## src/rtl/core/gbn_pkg.sv

```systemverilog
// ---------------------------------------------------------------------------
// Go-back-N endpoint package
// Shared constants, codes and the queue entry type.
// ---------------------------------------------------------------------------
package gbn_pkg;

  localparam int SEQ_MAX = 7;
  localparam int SLOTS = SEQ_MAX + 1;

  // Input commands.
  localparam logic [1:0] CMD_TICK = 2'd0;
  localparam logic [1:0] CMD_SEND = 2'd1;
  localparam logic [1:0] CMD_ARRIVE = 2'd2;
  localparam logic [1:0] CMD_IGNORED = 2'd3;

  // Result kinds.
  localparam logic [2:0] KIND_SENT = 3'd0;
  localparam logic [2:0] KIND_REFUSED = 3'd1;
  localparam logic [2:0] KIND_DELIVERED = 3'd2;
  localparam logic [2:0] KIND_ACK_ONLY = 3'd3;
  localparam logic [2:0] KIND_RESENT = 3'd4;

  // Configuration register indexes.
  localparam logic [1:0] REG_BASE = 2'd0;
  localparam logic [1:0] REG_STEP = 2'd1;
  localparam logic [1:0] REG_LIMIT = 2'd2;

  // One classified word passed from the front to the back.
  typedef struct packed {
    logic [1:0] command;
    logic [63:0] payload;
    logic [2:0] rx_seq;
    logic [2:0] rx_ack;
  } cmd_entry_t;

  typedef enum logic [1:0] {
    ST_IDLE,
    ST_TICK,
    ST_RESEND,
    ST_OUT
  } back_state_t;

endpackage

```

## src/rtl/core/go_back_n_link_endpoint_core.sv

```systemverilog
// ---------------------------------------------------------------------------
// Go-back-N link endpoint core
// Sliding-window sender and in-order receiver with timed retransmission.
// ---------------------------------------------------------------------------
// Channel | Direction | Contents
// in_     | input     | tuser: command; tdata: payload, rx_seq, rx_ack
// out_    | output    | tuser: kind; tdata: seq, data, outstanding; tlast: last
// cfg_    | input     | timeout_base, timeout_step, window_limit
//
// A send or an arrival leaves the queue as its word is loaded into the output
// register; the back end then passes through its output state.
// A tick steps through the outstanding frames in turn; on expiry the deadline
// pipeline settles before a resend burst of one word per cycle while the
// output is free. Reset is synchronous; output stalls hold the back end, and
// a two-word queue lets the input run ahead of them.
// ---------------------------------------------------------------------------
module go_back_n_link_endpoint_core (
  input  logic        clk,
  input  logic        rst_n,
  input  logic        in_tvalid,
  output logic        in_tready,
  input  logic [1:0]  in_tuser,   // command
  input  logic [71:0] in_tdata,   // payload, rx_seq, rx_ack, zero fill
  output logic        out_tvalid,
  input  logic        out_tready,
  output logic [2:0]  out_tuser,  // kind
  output logic [71:0] out_tdata,  // seq, data, outstanding, zero fill
  output logic        out_tlast,
  input  logic        cfg_we,
  input  logic [1:0]  cfg_index,
  input  logic [15:0] cfg_wdata
);

  logic [15:0] base_r;
  logic [7:0] step_r;
  logic [2:0] limit_r;

  // Configuration registers.
  always_ff @(posedge clk) begin
    if (!rst_n) begin
      base_r <= 16'd3;
      step_r <= 8'd3;
      limit_r <= 3'd2;
    end else if (cfg_we) begin
      case (cfg_index)
        gbn_pkg::REG_BASE: base_r <= cfg_wdata;
        gbn_pkg::REG_STEP: step_r <= cfg_wdata[7:0];
        gbn_pkg::REG_LIMIT: limit_r <= cfg_wdata[2:0];
        default: ;
      endcase
    end
  end

  gbn_pkg::cmd_entry_t in_entry, q_entry;
  logic q_valid, q_pop;
  logic [2:0] seq, outs;
  logic [63:0] data;

  assign in_entry.command = in_tuser;
  assign in_entry.payload = in_tdata[63:0];
  assign in_entry.rx_seq = in_tdata[66:64];
  assign in_entry.rx_ack = in_tdata[69:67];

  gbn_front u_front (
    .clk, .rst_n, .in_tvalid, .in_tready, .in_entry,
    .q_valid, .q_pop, .q_entry
  );

  gbn_back u_back (
    .clk, .rst_n, .q_valid, .q_pop, .q_entry,
    .timeout_base(base_r), .timeout_step(step_r), .window_limit(limit_r),
    .out_tvalid, .out_tready,
    .out_kind(out_tuser), .out_seq(seq), .out_data(data),
    .out_outstanding(outs), .out_last(out_tlast)
  );

  assign out_tdata = {2'b00, outs, data, seq};

endmodule

```

## src/rtl/core/gbn_front.sv

```systemverilog
// ---------------------------------------------------------------------------
// Go-back-N front end
// Accepts input words, drops unused commands and queues the rest.
// ---------------------------------------------------------------------------
module gbn_front (
  input  logic               clk,
  input  logic               rst_n,
  input  logic               in_tvalid,
  output logic               in_tready,
  input  gbn_pkg::cmd_entry_t in_entry,
  output logic               q_valid,
  input  logic               q_pop,
  output gbn_pkg::cmd_entry_t q_entry
);

  // Two-entry queue.
  gbn_pkg::cmd_entry_t mem_r [2];
  logic wr_ptr_r, rd_ptr_r;
  logic [1:0] count_r;
  logic push;

  assign in_tready = (count_r != 2'd2);
  assign push = in_tvalid && in_tready && (in_entry.command != gbn_pkg::CMD_IGNORED);
  assign q_valid = (count_r != 2'd0);
  assign q_entry = mem_r[rd_ptr_r];

  // Storage is written without reset.
  always_ff @(posedge clk) begin
    if (push) begin
      mem_r[wr_ptr_r] <= in_entry;
    end
  end

  // Pointer and fill control.
  always_ff @(posedge clk) begin
    if (!rst_n) begin
      wr_ptr_r <= 1'b0;
      rd_ptr_r <= 1'b0;
      count_r <= 2'd0;
    end else begin
      if (push) wr_ptr_r <= ~wr_ptr_r;
      if (q_pop) rd_ptr_r <= ~rd_ptr_r;
      count_r <= count_r + {1'b0, push} - {1'b0, q_pop};
    end
  end

endmodule

```

## src/rtl/core/gbn_back.sv

```systemverilog
// ---------------------------------------------------------------------------
// Go-back-N back end
// Executes queued commands against the window state and emits results.
// ---------------------------------------------------------------------------
module gbn_back (
  input  logic               clk,
  input  logic               rst_n,
  input  logic               q_valid,
  output logic               q_pop,
  input  gbn_pkg::cmd_entry_t q_entry,
  input  logic [15:0]        timeout_base,
  input  logic [7:0]         timeout_step,
  input  logic [2:0]         window_limit,
  output logic               out_tvalid,
  input  logic               out_tready,
  output logic [2:0]         out_kind,
  output logic [2:0]         out_seq,
  output logic [63:0]        out_data,
  output logic [2:0]         out_outstanding,
  output logic               out_last
);

  gbn_pkg::back_state_t state_r, state_nxt;
  logic [63:0] store_r [gbn_pkg::SLOTS];
  logic [15:0] timer_r [gbn_pkg::SLOTS];
  logic [2:0] next_seq_r, oldest_r, expect_r, wcount_r;
  logic [2:0] idx_r;
  logic [2:0] cnt_r;
  logic expired_r;
  logic [15:0] deadline_r;

  // Output holding register.
  logic ov_r;
  logic [2:0] ok_r, os_r, oo_r;
  logic [63:0] od_r;
  logic ol_r;

  assign out_tvalid = ov_r;
  assign out_kind = ok_r;
  assign out_seq = os_r;
  assign out_data = od_r;
  assign out_outstanding = oo_r;
  assign out_last = ol_r;

  logic out_free;
  assign out_free = !ov_r || out_tready;

  // A new word is loaded into the output register this cycle.
  logic out_load;
  assign out_load = out_free &&
                    ((state_r == gbn_pkg::ST_IDLE && q_valid &&
                      (q_entry.command inside {gbn_pkg::CMD_SEND, gbn_pkg::CMD_ARRIVE})) ||
                     (state_r == gbn_pkg::ST_RESEND && cnt_r == 3'd0));

  // Deadline: registered product, then saturated sum.
  logic [10:0] prod_r;
  logic [16:0] dsum;
  always_ff @(posedge clk) begin
    prod_r <= timeout_step * expect_r;
  end
  assign dsum = {1'b0, timeout_base} + {6'd0, prod_r};
  always_ff @(posedge clk) begin
    deadline_r <= dsum[16] ? 16'hFFFF : dsum[15:0];
  end

  // Decode for the current queued word.
  logic [2:0] lim, ack_span, cur_idx;
  logic send_ok, ack_hit, deliver;
  logic [15:0] tdec;
  always_comb begin
    lim = (window_limit > 3'(gbn_pkg::SEQ_MAX)) ? 3'(gbn_pkg::SEQ_MAX) : window_limit;
    send_ok = (wcount_r < lim);
    ack_span = q_entry.rx_ack - oldest_r;
    ack_hit = (ack_span < wcount_r);
    deliver = (q_entry.rx_seq == expect_r);
    cur_idx = oldest_r + idx_r;
    tdec = (timer_r[cur_idx] != 16'd0) ? timer_r[cur_idx] - 16'd1 : 16'd0;
  end

  // Next state and pop control.
  always_comb begin
    state_nxt = state_r;
    q_pop = 1'b0;
    case (state_r)
      gbn_pkg::ST_IDLE: begin
        if (q_valid && out_free) begin
          if (q_entry.command == gbn_pkg::CMD_TICK) begin
            if (wcount_r == 3'd0) q_pop = 1'b1;
            else state_nxt = gbn_pkg::ST_TICK;
          end else begin
            q_pop = 1'b1;
            state_nxt = gbn_pkg::ST_OUT;
          end
        end
      end
      gbn_pkg::ST_TICK: begin
        if (idx_r + 3'd1 == wcount_r) begin
          if (expired_r || tdec == 16'd0) state_nxt = gbn_pkg::ST_RESEND;
          else begin
            state_nxt = gbn_pkg::ST_IDLE;
            q_pop = 1'b1;
          end
        end
      end
      gbn_pkg::ST_RESEND: begin
        if (out_free && cnt_r == 3'd0 && idx_r + 3'd1 == wcount_r) begin
          state_nxt = gbn_pkg::ST_IDLE;
          q_pop = 1'b1;
        end
      end
      gbn_pkg::ST_OUT: state_nxt = gbn_pkg::ST_IDLE;
      default: state_nxt = gbn_pkg::ST_IDLE;
    endcase
  end

  // Datapath registers.
  always_ff @(posedge clk) begin
    if (!rst_n) begin
      state_r <= gbn_pkg::ST_IDLE;
      next_seq_r <= 3'd0;
      oldest_r <= 3'd0;
      expect_r <= 3'd0;
      wcount_r <= 3'd0;
      idx_r <= 3'd0;
      cnt_r <= 3'd0;
      expired_r <= 1'b0;
      ov_r <= 1'b0;
      for (int i = 0; i < gbn_pkg::SLOTS; i++) timer_r[i] <= 16'd0;
    end else begin
      state_r <= state_nxt;
      if (out_load) ov_r <= 1'b1;
      else if (out_tready) ov_r <= 1'b0;
      case (state_r)
        gbn_pkg::ST_IDLE: begin
          idx_r <= 3'd0;
          expired_r <= 1'b0;
          cnt_r <= 3'd2;
          if (q_valid && out_free && q_entry.command == gbn_pkg::CMD_SEND) begin
            ol_r <= 1'b1;
            if (send_ok) begin
              store_r[next_seq_r] <= q_entry.payload;
              next_seq_r <= next_seq_r + 3'd1;
              wcount_r <= wcount_r + 3'd1;
              ok_r <= gbn_pkg::KIND_SENT;
              os_r <= next_seq_r;
              od_r <= q_entry.payload;
              oo_r <= wcount_r + 3'd1;
            end else begin
              ok_r <= gbn_pkg::KIND_REFUSED;
              os_r <= 3'd0;
              od_r <= 64'd0;
              oo_r <= wcount_r;
            end
          end else if (q_valid && out_free && q_entry.command == gbn_pkg::CMD_ARRIVE) begin
            ol_r <= 1'b1;
            if (deliver) expect_r <= expect_r + 3'd1;
            if (ack_hit) begin
              // Timers of freed slots are left alone; a later send reloads them.
              oldest_r <= q_entry.rx_ack + 3'd1;
              wcount_r <= wcount_r - ack_span - 3'd1;
              oo_r <= wcount_r - ack_span - 3'd1;
            end else begin
              oo_r <= wcount_r;
            end
            ok_r <= deliver ? gbn_pkg::KIND_DELIVERED : gbn_pkg::KIND_ACK_ONLY;
            os_r <= deliver ? q_entry.rx_seq : 3'd0;
            od_r <= deliver ? q_entry.payload : 64'd0;
          end
        end
        gbn_pkg::ST_OUT: begin
          // Restart the timer of a freshly sent frame with the current deadline.
          if (ok_r == gbn_pkg::KIND_SENT) timer_r[os_r] <= deadline_r;
        end
        gbn_pkg::ST_TICK: begin
          timer_r[cur_idx] <= tdec;
          if (tdec == 16'd0) expired_r <= 1'b1;
          if (idx_r + 3'd1 != wcount_r) idx_r <= idx_r + 3'd1;
          else idx_r <= 3'd0;
        end
        gbn_pkg::ST_RESEND: begin
          // Let the deadline pipeline settle before the burst.
          if (cnt_r != 3'd0) cnt_r <= cnt_r - 3'd1;
          else if (out_free) begin
            timer_r[cur_idx] <= deadline_r;
            ok_r <= gbn_pkg::KIND_RESENT;
            os_r <= cur_idx;
            od_r <= store_r[cur_idx];
            oo_r <= wcount_r;
            ol_r <= (idx_r + 3'd1 == wcount_r);
            idx_r <= idx_r + 3'd1;
          end
        end
        default: ;
      endcase
    end
  end

endmodule

```

## config.mk

```make
export PLATFORM = sky130hd
export DESIGN_NAME = go_back_n_link_endpoint_core
export DESIGN_NICKNAME = d
export VERILOG_FILES = /design/src/rtl/core/gbn_pkg.sv /design/src/rtl/core/go_back_n_link_endpoint_core.sv /design/src/rtl/core/gbn_front.sv /design/src/rtl/core/gbn_back.sv
export SDC_FILE = /design/constraint.sdc
export NUM_CORES = 1
export LEC_CHECK = 0
export ABC_AREA = 1
export BUFFER_PORTS_ARGS = -buffer_cell sky130_fd_sc_hd__buf_4
export CELL_PAD_IN_SITES_DETAIL_PLACEMENT = 0
export CELL_PAD_IN_SITES_GLOBAL_PLACEMENT = 1
export CORE_MARGIN = 10
export CORE_UTILIZATION = 50
export DETAILED_ROUTE_END_ITERATION = 12
export PLACE_DENSITY = 0.75
export SLEW_MARGIN = 20
export SYNTH_ARGS = -nofsm -noshare
export SYNTH_HDL_FRONTEND = slang
export SYNTH_HIERARCHICAL = 1
export SYNTH_SLANG_ARGS = --single-unit
```

## constraint.sdc

```tcl
create_clock -name clk -period 8.8 [get_ports clk]
set_input_delay 0.88 -clock clk [delete_from_list [all_inputs] [get_ports clk]]
set_output_delay 0.88 -clock clk [all_outputs]
set_load 0.05 [all_outputs]
```

# Word-level counts from Yosys, hierarchy flattened
# Memory sizes are Yosys's and may differ from the RTL's. A register that Yosys moved wholly into a read port is not among the register bits.
# Index checks and enable logic that the tools add are counted.
[word_totals]
register_bits = 154
latchBits = 0
ramBits = 784
mem_bits_ro = 0
inputBits = 97
n_memories = 3
[classes]
add_sub_neg = 14
n_mul = 1
div = 0
order_cmp = 3
eq_ne = 21
n_shift = 0
mux = 88
bitwise_logic = 4
n_reduce_logical = 45
[memory_table]
columns = ["memory", "words", "word_bits", "read_ports", "rd_ports_with_merged_regs", "write_ports", "line_no", "text"]
rows = [
  ["u_back.store_r", 8, 64, 1, 0, 1, "gbn_back.sv:24", "logic [63:0] store_r [gbn_pkg::SLOTS];"],
  ["u_front.mem_r", 2, 72, 1, 1, 1, "gbn_front.sv:17", "gbn_pkg::cmd_entry_t mem_r [2];"],
  ["u_back.timer_r", 8, 16, 1, 0, 8, "gbn_back.sv:25", "logic [15:0] timer_r [gbn_pkg::SLOTS];"],
]
[op_table]
columns = ["op", "n"]
rows = [
  ["64-bit 2-to-1 mux", 6],
  ["64-bit one-hot mux with 2 select lines", 1],
  ["3-bit 2-to-1 mux", 23],
  ["16-bit 2-to-1 mux", 4],
  ["1-bit 2-to-1 mux", 39],
  ["16-bit OR reduction", 2],
  ["3-bit one-hot mux with 2 select lines", 4],
  ["16-bit by 11-bit adder with 17-bit output", 1],
  ["16-bit zero test", 1],
  ["16-bit nonzero test", 1],
  ["16-bit by 1-bit subtractor with 16-bit output, second input constant", 1],
  ["3-bit by 1-bit adder with 3-bit output, second input constant", 5],
  ["2-bit 2-to-1 mux", 6],
  ["2-bit inequality test, second input constant", 6],
  ["2-bit AND reduction", 6],
  ["4-bit AND reduction", 3],
  ["2-bit nonzero test", 6],
  ["1-bit logical AND", 11],
  ["8-bit by 3-bit multiplier with 11-bit output", 1],
  ["3-bit zero test", 3],
  ["3-bit one-hot mux with 3 select lines", 1],
  ["2-bit equality test, second input constant", 4],
  ["2-bit one-hot mux with 4 select lines", 1],
  ["2-bit by 1-bit equality test with 1-bit output, second input constant", 3],
  ["other kinds (21)", 37],
]

# Logic depth before layout (Yosys ltp)
# An unclocked memory read counts as a cell.
[depth]
ltp_word = 11
mapped_depth = 31
mapped_depth_nobuf = 30

# By module
# The synthesis kept the hierarchy.
[modules_own_cells]
columns = ["module", "n_inst", "cells_per_inst", "area_per_inst_um2", "seq_area_each_um2"]
rows = [
  ["gbn_back", 1, 2966, 33035.4, 22421.5],
  ["gbn_front", 1, 258, 5775.5, 4424.2],
  ["go_back_n_link_endpoint_core", 1, 172, 1172.4, 540.5],
]

# Worst setup path after synthesis
# No wires, ideal clock.
[synth_timing]
path_type = "input to register"
start = "input port out_tready"
end = "memory u_back.store_r[1][0], enable pin"
arrival_time_ps = 6382
setup_slack_ps = 1853
cell_stages = 8
path_buffers = 0
cell_sequence = "nor2_1 -> nor2_1 -> nand2_1 -> nor2_1 -> inv_1 -> nor2_1 -> nand3_1 -> nor3_1"
[synth_via]
elab_chain_cells = 7
[synth_rtl]
columns = ["item", "line_no", "text"]
rows = [
  ["start: declaration", "go_back_n_link_endpoint_core.sv:25", "input logic out_tready,"],
  ["1-bit logical OR", "gbn_back.sv:46", "assign out_free = !ov_r || out_tready;"],
  ["1-bit logical AND (2 in a row)", "gbn_back.sv:138", "if (q_valid && out_free && q_entry.command == gbn_pkg::CMD_SEND) begin"],
  ["1-bit 2-to-1 mux", "gbn_back.sv:138", ""],
  ["1-bit 2-to-1 mux", "gbn_back.sv:133", "case (state_r)"],
  ["1-bit 2-to-1 mux", "gbn_back.sv:118", "if (!rst_n) begin"],
  ["1-bit 2-to-1 mux (implied by the code)", "gbn_back.sv:141", "store_r[next_seq_r] <= q_entry.payload;"],
  ["end: declaration", "gbn_back.sv:24", ""],
]
# No other way between the ends.

# Worst setup path after layout
[layout_timing]
start = "register u_back.idx_r[0]"
end = "register u_front.count_r[1]"
[layout_via]
elab_chain_cells = 10
elab_cells_between_ends = 15
cone_classes = "add/sub: 4; eq/ne: 1; mux: 5; reduce/logical: 4; memory: 1"
[layout_rtl]
columns = ["item", "line_no", "text"]
rows = [
  ["start: declaration", "gbn_back.sv:27", "logic [2:0] idx_r;"],
  ["start signal: assignment", "gbn_back.sv:177", "if (idx_r + 3'd1 != wcount_r) idx_r <= idx_r + 3'd1;"],
  ["start signal: assignment", "gbn_back.sv:190", "idx_r <= idx_r + 3'd1;"],
  ["3-bit adder", "gbn_back.sv:76", "cur_idx = oldest_r + idx_r;"],
  ["memory 8 x 16 bit", "-", ""],
  ["16-bit by 1-bit subtractor with 16-bit output or 16-bit nonzero test (tied branches)", "gbn_back.sv:77", "tdec = (timer_r[cur_idx] != 16'd0) ? timer_r[cur_idx] - 16'd1 : 16'd0;"],
  ["16-bit 2-to-1 mux", "gbn_back.sv:77", ""],
  ["16-bit zero test", "gbn_back.sv:98", "if (expired_r || tdec == 16'd0) state_nxt = gbn_pkg::ST_RESEND;"],
  ["1-bit logical OR", "gbn_back.sv:98", ""],
  ["1-bit 2-to-1 mux", "gbn_back.sv:98", ""],
  ["1-bit 2-to-1 mux", "gbn_back.sv:97", "if (idx_r + 3'd1 == wcount_r) begin"],
  ["1-bit one-hot mux with 3 select lines (*)", "gbn_back.sv:84", "case (state_r)"],
  ["via q_pop", "go_back_n_link_endpoint_core.sv:55", "logic q_valid, q_pop;"],
  ["2-bit by 1-bit subtractor with 2-bit output (*)", "gbn_front.sv:43", "count_r <= count_r + {1'b0, push} - {1'b0, q_pop};"],
  ["end signal: assignment", "gbn_front.sv:43", ""],
  ["end: declaration", "gbn_front.sv:19", "logic [1:0] count_r;"],
]
# The timed path passes the listed nets; every way through them passes the cells marked *.
# A chain may end at the register's enable or synchronous reset.

==> impl_metrics.csv <==
group,metric,value,unit
logic_synthesis,ys_seq_area_frac,0.685,
placement,io_buffers,170,
global_routing,grt_pass1_wl,148000,um
global_routing,grt_pass1_vias,26094,
clock_tree,root_buffer,"clkbuf_16",
clock_tree,cts_resized,0,
power_and_ir_drop,p_leak,16.9,nW
floorplan,die_h,303,um
detailed_routing,drtIter0Drc,2213,
detailed_routing,vias,25949,
worst_hold_path,hold_path.class,"in -> reg",
logic_synthesis,synthCells,3396,
logic_synthesis,synth_adder_area_share,0.0202,
sta,slew_violations,0,
sta,maxSlewHeadroom,0.245,
clock_tree,cts_tree,"done",
clock_tree,hold_buffers,0,
critical_path,path_class,"reg -> reg",
cells_and_area,finish.utilization,0.568,
clock_tree,cts_buffer_depth,3,
global_routing,grt_use_met1,0.276,
cells_and_area,fill_cells,6517,
detailed_routing,avgRoutedWirePerCell,20.7,um
logic_synthesis,yosysUniqueCellTypes,49,
global_routing,grt_usage,0.208,
placement,dp_hpwl,54200,um
sta,setup_viol,0,
detailed_routing,dr.pass1.iters,6,
cells_and_area,drive_above_1_share,0.126,
global_routing,grt_use_met3,0.0331,
cells_and_area,final_nets,3661,
logic_synthesis,syn_area,40000,um2
logic_synthesis,synth_xor_area_frac,0.00591,
logic_synthesis,yosys.area_share.simple,0.132,
power_and_ir_drop,vdd_drop_max,0.000284,V
logic_synthesis,synth_compound_area_frac,0.0913,
logic_synthesis,synth_ff_type,"edfxtp_1",
critical_path,required,9340,ps
logic_synthesis,synth_most_common_cell,"edfxtp_1",
sta,timing.hold.ws,405,ps
global_routing,antenna_found_initial,4,
cells_and_area,synthToLayoutAreaGrowth,12.4,%
placement,place_area,42000,um2
sta,fin_crit_sh,0.704,
logic_synthesis,yosysWarnings,6,
global_routing,met2_usage,0.351,
clock_tree,cts_sinks,939,
critical_path,startpoint_type,"flop",
logic_synthesis,synth-edff-count,858,
sta,final_hold_viol_count,0,
logic_synthesis,yosys_register_bits,939,
clock_tree,htreeDepth,3,
sta,fin_crit,6200,ps
floorplan,die_x,303,um
floorplan,die_area,91700,um2
critical_path,crit_arrival,6740,ps
floorplan,pin_count,175,
logic_synthesis,yosys-top-cells-count,"edfxtp_1, nand2_1, nor2_1, o21ai_0, a21oi_1",
sta,finClkSkew,34.4,ps
status,status,"completed",
critical_path,worst-path-max-fanout,91,
clock_tree,clk_pin_slew,60,ps
detailed_routing,postRouteAntennaNets,0,
clock_tree,cts_buffers,96,
sta,rsz0062_at_grt,"false",
floorplan,fp-row-count,103,
global_routing,grt_busiest_layer,"met2",
clock_tree,insertion_delay,660,ps
clock_tree,post_cts_buffers,0,
critical_path,cp-end-kind,"flop",
logic_synthesis,synth_top_area_share,0.644,
logic_synthesis,yosysTopAreaCell,"edfxtp_1",
placement,routabilityCongestion,0.824,
run,cap_violations,0,
floorplan,start_util,0.505,
logic_synthesis,avgSynthCellArea,11.8,um2
floorplan,fp.coreArea,79100,um2
power_and_ir_drop,power_density,294,nW/um2
sta,fmax,161,MHz
cells_and_area,postLayoutCellArea,45000,um2
sta,setup_tns,0,ps
detailed_routing,avgViaCountPerCell,5.59,
logic_synthesis,synth_top_family_by_area,"simple AND/OR/NAND/NOR gates",
detailed_routing,drt-total-wl,96100,um
logic_synthesis,synthMuxAreaShare,0.0268,
detailed_routing,drc,0,
logic_synthesis,synthTopCellsByArea,"edfxtp_1, nand2_1, dfxtp_1, o21ai_0, nor2_1",
logic_synthesis,synth-async-reset-ratio,0,
global_routing,grt_max_degree,229,
sta,tightestPinTransition,1130,ps
global_routing,grt-ovfl-total,0,
[worst max-delay path, stage by stage, from the launching register on]
cell     delay [ps]
dfxtp_1         460
ha_4            160
inv_1            40
fa_4           1290
buf_4           930
nand3_1         160
nand2_1         110
nand2_1          50
nand2_1         220
ha_1            250
nand2_1          80
nor2_2          220
nand3_1         120
nand2_1          70
nand3_1          90
nand2_1         110
nor2_1           60
nand3_1         230
nand4_1         150
a31oi_1         440
xnor2_1         150
ha_1            220
inv_1            60
nand2_1          40
nand2_1          70
nand3_1          70
nand2_1          80
nor2_1           50
[path summary, 6_finish.rpt]
| kind | from | to | slack (ps) | cells past startpoint |
|---|---|---|---|---|
| max | u_back/idx_r[0] | u_front/count_r[1] | 2600 | 27 |
| min reg2reg | u_back/cnt_r[0] | u_back/cnt_r[0] | 470 | 1 |
| max reg2reg | u_back/idx_r[0] | u_front/count_r[1] | 2600 | 27 |
| min | in_tdata[38] | u_front/mem_r[0][44] | 410 | 1 |
[flip-flops by register name (all words and copies together), names as in the netlist, 8 cells and up, named ones only]
name,count
u_back/store_r,512
u_front/mem_r,144
u_back/timer_r,128
u_back/out_data,64
base_r,16
u_back/deadline_r,16
u_back/prod_r,11
step_r,8
[layer usage]
| metal | wire length (um) | vias to the layer above |
|---|---|---|
| met5 | 0 | - |
| met4 | 1710 | 0 |
| met3 | 5610 | 128 |
| met2 | 47300 | 740 |
| met1 | 41400 | 12869 |
| li1 | - | 12212 |
[layout by cell type, fill, tap and decap left out, types with 3 or more instances in the layout]
master and n:
nand2_2 10, dfxtp_1 80, a21oi_1 179, nand4_1 10, nand3_1 136, xor2_1 16
o21ai_1 18, edfxtp_1 858, nor3_1 5, a31oi_1 4, fa_1 10, inv_2 4
nor2_1 339, o21ai_0 299, bufinv_16 4, o22ai_1 64, xnor2_1 11, nor2_4 9
nor2_2 7, clkbuf_16 96, nor3_2 6, clkbuf_8 3, a32o_1 64, nand2_1 778
clkbuf_1 22, clkinv_2 19, mux2_4 70, a221oi_1 3, inv_1 148, buf_4 200
nand3b_1 3, clkinv_1 29, ha_1 46
[kinds of logic after synthesis]
logic type | Yosys count
other | 1
adders and majority gates | 58
buffers and inverters | 346
xor gates and xnor gates | 27
DFF | 939
AOI/OAI and AO/OA | 640
and+or+nand+nor | 1313
muxes | 72
[final cells by class]
| class | count | area, um2 | share of cell area |
|---|---|---|---|
| diodes | 2 | 5.00 | 0.000111 |
| clock buffers | 121 | 2530 | 0.0562 |
| clock inverters | 58 | 435 | 0.00969 |
| inverters | 155 | 593 | 0.0132 |
| multi-input cells | 2112 | 11200 | 0.248 |
| flip-flops and latches | 939 | 27400 | 0.609 |
| well taps | 1050 | 1310 | 0.0292 |
| repair buffers | 202 | 1530 | 0.0341 |
[through the flow]
step                instances  worst slack [ps]  power (mW)
finish                   4639              2600        13.2
global route             4639              2160        13.9
CTS                      4637              2630        13.3
detailed placement       4458              2640        9.50
global placement         4458              2660        9.40
floorplan                3397              1850        8.45
[power by group]
part | switching (mW) | internal [mW] | total, mW
sequential | 0.157 | 5.44 | 5.60
combinational | 2.68 | 1.13 | 3.81
clock | 1.66 | 2.15 | 3.81
Note: power is estimated with default switching activity, not from simulation.
